## config.mk

```make
export PLATFORM = sky130hd
export DESIGN_NAME = bitl_encode
export DESIGN_NICKNAME = d
export VERILOG_FILES = /design/src/hw/rtl/bitl_pkg.sv /design/src/hw/rtl/bitl_encode.sv
export SDC_FILE = /design/constraint.sdc
export NUM_CORES = 1
export LEC_CHECK = 0
export BUFFER_PORTS_ARGS = -buffer_cell sky130_fd_sc_hd__buf_2
export CAP_MARGIN = 10
export CORE_AREA = 10 10 127 129
export CTS_CLUSTER_DIAMETER = 200
export CTS_CLUSTER_SIZE = 30
export DETAILED_ROUTE_END_ITERATION = 6
export DIE_AREA = 0 0 137 139
export GPL_TIMING_DRIVEN = 0
export PLACE_DENSITY = 0.81
export SLEW_MARGIN = 20
export SYNTH_ARGS = -nofsm -noshare
export SYNTH_HDL_FRONTEND = slang
export SYNTH_SLANG_ARGS = --single-unit
export TNS_END_PERCENT = 50
```

## constraint.sdc

```tcl
create_clock -name clk -period 2.45 [get_ports clk]
set_clock_uncertainty 0.1 [all_clocks]
set_input_delay 0.245 -clock clk [delete_from_list [all_inputs] [get_ports clk]]
set_output_delay 0.245 -clock clk [all_outputs]
set_load 0.005 [all_outputs]
```

## src/hw/rtl/bitl_pkg.sv

```systemverilog
// ---------------------------------------------------------------------------
// bitl_pkg
// Types, widths and pixel format helpers shared by the icon tiler modules.
// ---------------------------------------------------------------------------
package bitl_pkg;

    // Field widths
    localparam int CHAN_W      = 8;
    localparam int SUM_W       = 9;
    localparam int PIXEL_W     = 4 * CHAN_W;
    localparam int LINE_W      = 4 * SUM_W;
    localparam int COLUMN_W    = 10;
    localparam int ROW_W       = 9;
    localparam int BADGE_W     = 11;
    localparam int ADDR_W      = 12;
    localparam int BYTE_ADDR_W = 11;
    localparam int COLOR_W     = 16;
    localparam int NIBBLE_W    = 4;
    localparam int TILES_W     = 4;
    localparam int FIRST_W     = 10;
    localparam int CFG_INDEX_W = 1;
    localparam int CFG_DATA_W  = 10;

    // Configuration register indexes
    localparam logic [CFG_INDEX_W-1:0] REG_TILES_ACROSS = 1'b0;
    localparam logic [CFG_INDEX_W-1:0] REG_FIRST_BADGE  = 1'b1;

    // Reset values of the configuration registers
    localparam logic [TILES_W-1:0] TILES_RESET = 4'd1;
    localparam logic [FIRST_W-1:0] FIRST_RESET = 10'd0;

    // floor(a*15/255) == floor(a/17) == (a*241) >> 12 for every 8-bit a
    localparam logic [2*CHAN_W-1:0] ALPHA_RECIP = 16'd241;

    // Pixel held between the input register and the result stage
    typedef struct packed {
        logic [CHAN_W-1:0]   red;
        logic [CHAN_W-1:0]   green;
        logic [CHAN_W-1:0]   blue;
        logic [CHAN_W-1:0]   opacity;
        logic [COLUMN_W-1:0] column;
        logic [ROW_W-1:0]    row;
        logic [SUM_W-1:0]    sum_red;
        logic [SUM_W-1:0]    sum_green;
        logic [SUM_W-1:0]    sum_blue;
        logic [SUM_W-1:0]    sum_opacity;
        logic                line_ok;
    } stage_t;

    // One icon word apart from the badge index
    typedef struct packed {
        logic [ADDR_W-1:0]   addr;
        logic [COLOR_W-1:0]  color;
        logic [NIBBLE_W-1:0] nibble;
    } icon_word_t;

    function automatic logic [COLOR_W-1:0] pack_565(
        input logic [CHAN_W-1:0] r,
        input logic [CHAN_W-1:0] g,
        input logic [CHAN_W-1:0] b
    );
        return {r[7:3], g[7:2], b[7:3]};
    endfunction

    function automatic logic [NIBBLE_W-1:0] alpha_to_nibble(input logic [CHAN_W-1:0] a);
        logic [2*CHAN_W-1:0] prod;
        prod = {{CHAN_W{1'b0}}, a} * ALPHA_RECIP;
        return prod[2*CHAN_W-1:2*CHAN_W-NIBBLE_W];
    endfunction

    // Morton code inside an 8x8 tile: x in bit 0, then y, alternating
    function automatic logic [5:0] morton_low(input logic [2:0] x, input logic [2:0] y);
        return {y[2], x[2], y[1], x[1], y[0], x[0]};
    endfunction

endpackage

```

## src/hw/rtl/bitl_encode.sv

```systemverilog
// ---------------------------------------------------------------------------
// bitl_encode
// Builds the full-size and half-size icon words of one pixel and presents
// them in order from the output register.
// ---------------------------------------------------------------------------
module bitl_encode #(
    parameter int TILE_EDGE = 64
) (
    input  logic                             clk,
    input  logic                             rst_n,
    input  logic                             stage_valid,
    input  bitl_pkg::stage_t                 stage,
    input  logic [bitl_pkg::LINE_W-1:0]      line_word,
    output logic                             stage_free,
    input  logic [bitl_pkg::TILES_W-1:0]     tiles_across,
    input  logic [bitl_pkg::FIRST_W-1:0]     first_badge_index,
    output logic                             out_valid,
    input  logic                             out_stall,
    output logic                             icon_size,
    output logic [bitl_pkg::BADGE_W-1:0]     badge_index,
    output logic [bitl_pkg::ADDR_W-1:0]      pixel_address,
    output logic [bitl_pkg::COLOR_W-1:0]     color_565,
    output logic [bitl_pkg::NIBBLE_W-1:0]    alpha_nibble,
    output logic [bitl_pkg::BYTE_ADDR_W-1:0] alpha_byte_address,
    output logic                             alpha_high_half,
    output logic                             last_result
);
    import bitl_pkg::*;

    localparam int EB     = $clog2(TILE_EDGE);
    localparam int RB_W   = ROW_W - EB;
    localparam int CB_W   = COLUMN_W - EB;
    localparam int PROD_W = RB_W + TILES_W;

    logic                out_valid_reg;
    logic                out_valid_next;
    logic                phase_reg;
    logic                phase_next;
    logic                has_half_reg;
    logic                has_half_next;
    logic [BADGE_W-1:0]  badge_reg;
    icon_word_t          full_reg;
    icon_word_t          half_reg;
    logic                out_take;
    logic                out_last;
    logic                stage_half;
    logic [RB_W-1:0]     badge_row;
    logic [CB_W-1:0]     badge_col;
    logic [PROD_W-1:0]   badge_prod;
    logic [BADGE_W-1:0]  badge_calc;
    logic [ADDR_W-1:0]   fx;
    logic [ADDR_W-1:0]   fy;
    logic [ADDR_W-1:0]   hx;
    logic [ADDR_W-1:0]   hy;
    logic [ADDR_W-1:0]   full_tile;
    logic [ADDR_W-1:0]   half_tile;
    logic [LINE_W-1:0]   top_sums;
    logic [SUM_W:0]      tot_red;
    logic [SUM_W:0]      tot_green;
    logic [SUM_W:0]      tot_blue;
    logic [SUM_W:0]      tot_opacity;
    icon_word_t          full_calc;
    icon_word_t          half_calc;
    icon_word_t          shown;

    // Output handshake; the stage moves on once the last word is taken
    assign out_take   = out_valid_reg & ~out_stall;
    assign out_last   = phase_reg | ~has_half_reg;
    assign stage_free = ~out_valid_reg | (out_take & out_last);
    assign stage_half = stage.column[0] & stage.row[0];

    // Badge index: first + badge row * badges across + badge column
    always_comb
    begin
        badge_row  = stage.row[ROW_W-1:EB];
        badge_col  = stage.column[COLUMN_W-1:EB];
        badge_prod = PROD_W'(badge_row) * PROD_W'(tiles_across);
        badge_calc = BADGE_W'(first_badge_index) + BADGE_W'(badge_prod)
                   + BADGE_W'(badge_col);
    end

    // Tile numbers for the full-size and half-size icons
    always_comb
    begin
        fx        = ADDR_W'(stage.column[EB-1:0]);
        fy        = ADDR_W'(stage.row[EB-1:0]);
        hx        = fx >> 1;
        hy        = fy >> 1;
        full_tile = ((fy >> 3) << (EB - 3)) | (fx >> 3);
        half_tile = ((hy >> 3) << (EB - 4)) | (hx >> 3);
    end

    // 2x2 channel totals: bottom pair sums plus stored top pair sums
    always_comb
    begin
        top_sums    = stage.line_ok ? line_word : '0;
        tot_red     = (SUM_W + 1)'(stage.sum_red)     + (SUM_W + 1)'(top_sums[SUM_W-1:0]);
        tot_green   = (SUM_W + 1)'(stage.sum_green)
                    + (SUM_W + 1)'(top_sums[2*SUM_W-1:SUM_W]);
        tot_blue    = (SUM_W + 1)'(stage.sum_blue)
                    + (SUM_W + 1)'(top_sums[3*SUM_W-1:2*SUM_W]);
        tot_opacity = (SUM_W + 1)'(stage.sum_opacity)
                    + (SUM_W + 1)'(top_sums[4*SUM_W-1:3*SUM_W]);
    end

    // Icon words: full pixel as is, half pixel as the 2x2 floor average
    always_comb
    begin
        full_calc.addr   = (full_tile << 6) | ADDR_W'(morton_low(fx[2:0], fy[2:0]));
        full_calc.color  = pack_565(stage.red, stage.green, stage.blue);
        full_calc.nibble = alpha_to_nibble(stage.opacity);
        half_calc.addr   = (half_tile << 6) | ADDR_W'(morton_low(hx[2:0], hy[2:0]));
        half_calc.color  = pack_565(tot_red[SUM_W:2], tot_green[SUM_W:2], tot_blue[SUM_W:2]);
        half_calc.nibble = alpha_to_nibble(tot_opacity[SUM_W:2]);
    end

    // Output sequencing: full word first, then the half word if any
    always_comb
    begin
        out_valid_next = out_valid_reg;
        phase_next     = phase_reg;
        has_half_next  = has_half_reg;
        if (stage_free)
        begin
            out_valid_next = stage_valid;
            phase_next     = 1'b0;
            has_half_next  = stage_half;
        end
        else if (out_take)
        begin
            phase_next = 1'b1;
        end
    end

    always_ff @(posedge clk or negedge rst_n)
    begin
        if (!rst_n)
        begin
            out_valid_reg <= 1'b0;
            phase_reg     <= 1'b0;
            has_half_reg  <= 1'b0;
        end
        else
        begin
            out_valid_reg <= out_valid_next;
            phase_reg     <= phase_next;
            has_half_reg  <= has_half_next;
        end
    end

    // Result payload
    always_ff @(posedge clk)
    begin
        if (stage_free)
        begin
            badge_reg <= badge_calc;
            full_reg  <= full_calc;
            half_reg  <= half_calc;
        end
    end

    // Port view of the word on show
    assign shown              = phase_reg ? half_reg : full_reg;
    assign out_valid          = out_valid_reg;
    assign icon_size          = phase_reg;
    assign badge_index        = badge_reg;
    assign pixel_address      = shown.addr;
    assign color_565          = shown.color;
    assign alpha_nibble       = shown.nibble;
    assign alpha_byte_address = shown.addr[ADDR_W-1:1];
    assign alpha_high_half    = shown.addr[0];
    assign last_result        = out_last;

endmodule

```

==> results.toml <==
[placed_design]
port_buffers = 191
placed_cell_area_sq_um = 7690
post-dp-hpwl_um = 12200
routabilityCongestion = 0.898

[drt]
drt_iter0_markers = 191
antenna_left = 0
viasPerCell = 5.02
vias = 5026
drt_wl_total_um = 17000
drc_errors = 0
post_drt_wl_per_cell_um = 17.0
first_pass_iters = 4

[setup_path]
worstPathArrival_ps = 4610
slowest_stage = "fa_1"
cpMostUsedCell = "ha_4"
cp_max_fo = 7
r2r_slack_ps = 660
path_class = "in -> reg"
cp.required_ps = 2420
start_kind = "input port"
cp-end-kind = "flip-flop"
r2r-end = "full_reg[29]"
ff2ff_path_depth = 5
reg2reg_from = "icon_size"
crit_path_cell_trace = "buf_12 -> buf_8 -> and2_4 -> ha_4 -> o21ai_2 -> a221oi_2 -> buf_4 -> a31oi_4 -> buf_6 -> and2_4 -> xor2_2 -> ha_1 -> inv_1 -> fa_1 -> inv_2 -> ha_4 -> ha_4 -> ha_4 -> nand3_4 -> nor3_4 -> and4_4 -> nor3_1 -> or3b_1"
critPathMaxStageDelay_ps = 580

[logic_synthesis]
yosysUniqueCellTypes = 52
async_reset_ff_share_pct = 4.55
synth_cells = 549
ys.flop_type = "edfxtp_1"
netlist_area_sq_um = 6230
synth_fp_nets = 836
synth_edf_count = 63
synth-seq-area-share_pct = 31.6
ys_top_cells_by_area = "edfxtp_1, ha_1, fa_1, mux2_2, inv_1"
avgSynthCellArea_sq_um = 11.3
ys_warn_count = 0
ys_ff_latch = 66
synth_area_leader_cell = "edfxtp_1"
yosysTopAreaCellShare_pct = 30.4

[cts]
root_buffer = "clkbuf_16"
cts_buffer_depth = 2
tritoncts = "yes"
path_clk_slew_ps = 50
clk_latency_ps = 320
cts_sinks = 66
htreeDepth = 3
numCtsBuffers = 9

[cells_and_area]
final_common_cell = "buf_2"
finish.instance_area_sq_um = 9100
antenna_cells = 0
area_delta_synth_final_pct = 46.0
final_cell_mix = "buf_2, ha_1, inv_1"
nets = 1103
utilization_pct = 66.6
layout-drive-gt1-share_pct = 47.6
largest_reg_flops = 32

[timing]
finalHoldViolCount = 0
slew_headroom_pct = 60.2
fmax_mhz = 216
postLayoutSetupSlackWorst_ps = -2190
min_period_ps = 4640
period_share_pct = 189
worstMarginPinSlew_ps = 597
finalMaxSlewViolations = 0
rsz0062_at_grt = "true"
setup-violations-final = 16

[die]
start_util_pct = 45.6
ios = 201
rows = 43
die_x_um = 137
dieArea_sq_um = 19000
core_area_sq_um = 13700
die_y_um = 139

[grt]
grt_pass1_vias = 5286
grt_usage_pct = 16.7
grt_pass1_wl_um = 25800
grt.overflow.total = 0
grt_max_degree = 42
antenna_found_initial = 0

[min_path]
whs_endpoint = "full_reg[21]"
hp-class = "in -> reg"
min_path_cells = 1
min_from = "stage[37]"

[power]
power.density_nw_per_um2 = 865
ir_drop_uv = 1340
p_leak_nw = 4.42

[job]
maxCapViolCount = 0

[status]
status = "finished with violations"
violations = "negative setup slack"
-- synthesized netlist by cell type (all sizes together), types with 2 or more instances --
library cell  count
a21o             11
nand4             2
nand3             7
maj3              2
a41o              4
nand2            19
ha              111
fa               34
xnor2            25
or3               3
o21ai             9
a21oi            16
inv              76
and3              4
o21bai            7
dfrtp             3
edfxtp           63
o21a              3
nor2b             5
nand2b            5
a211oi            4
clkbuf            8
nor2              9
a31oi             2
o211ai            3
nor3              5
and2             39
xor2             12
buf              13
mux2             31
-- power breakdown --
group          internal [W]  switching [W]  total (W)
sequential          0.00160      0.0000687    0.00166
combinational       0.00266        0.00236    0.00502
clock              0.000690       0.000495    0.00119
total               0.00495        0.00292    0.00787
-- layout make-up --
cell class | instances | area [sq um]
buffer | 20 | 163
clock buffer | 9 | 225
clock inverter | 7 | 53.8
fill | 998 | 4570
inverter | 76 | 288
multi-input combinational | 386 | 4520
sequential | 66 | 1970
tap | 180 | 225
timing repair buffer | 257 | 1660
-- cells by family (layout without fill, tap and decap cells) --
logic type      Yosys count  after routing  share of synthesized area, %
simple gates            100            100                          9.00
buf+inv                  97            369                          6.69
compound gates           71             71                          8.05
flops                    66             66                          31.6
mux                      31             31                          5.60
fa+ha+maj               147            147                          33.5
xor+xnor                 37             37                          5.56
-- through the flow --
stage | total power [W] | hold slack [ps] | TNS (ps) | cells | setup slack (ps)
after detailed placement | 0.00536 | -54.1 | -25070 | 921 | -2870
after global placement | 0.00523 | -56.2 | -25130 | 920 | -2790
final | 0.00787 | 12.1 | -16340 | 1001 | -2190
after global routing | 0.00852 | 12.5 | -18010 | 1001 | -2360
after CTS | 0.00726 | 1.06 | -16230 | 1002 | -2170
after floorplan | 0.00440 | -151 | -17410 | 549 | -2400
-- critical path: cells and delay by family --
kind / cells / cell delay, ps
AND/OR/NAND/NOR: 7 / 1200
AO/OA/AOI/OAI: 3 / 430
adder cells (fa/ha/maj): 6 / 1900
XOR/XNOR: 1 / 160
buffers and inverters: 6 / 680
-- metal layers --
| layer | up-vias | wire length (um) | global-route usage [%] | part of all wire, % |
|---|---|---|---|---|
| li1 | 2432 | - | - | - |
| met1 | 2421 | 6280 | 18.4 | 37 |
| met2 | 140 | 9200 | 30.6 | 54 |
| met3 | 33 | 1060 | 3.44 | 6.2 |
| met4 | 0 | 435 | 5.44 | 2.6 |
| met5 | - | 0 | 0 | 0 |
-- timing repair --
item                                   in CTS  in global routing
buffers inserted                           48                  2
setup endpoints to repair                  27                 40
endpoints found under the hold margin      28                  1
pin swaps                                  53                 27
hold buffers                               26                  1
resized for setup                          65                 55
-- worst max-delay path by stage --
stage	startpoint	to	slack (ps)	cells after the start
2_1_floorplan	stage[0]	half_reg[3]	-2400	20
3_5_place_dp	stage[0]	half_reg[3]	-2870	22
6_report	stage[0]	half_reg[3]	-2190	23
4_1_cts	stage[0]	half_reg[3]	-2170	20
5_1_grt	stage[0]	half_reg[3]	-2360	23
3_3_place_gp	stage[0]	half_reg[3]	-2790	22
No activity file was read; power rests on OpenSTA's default activity.
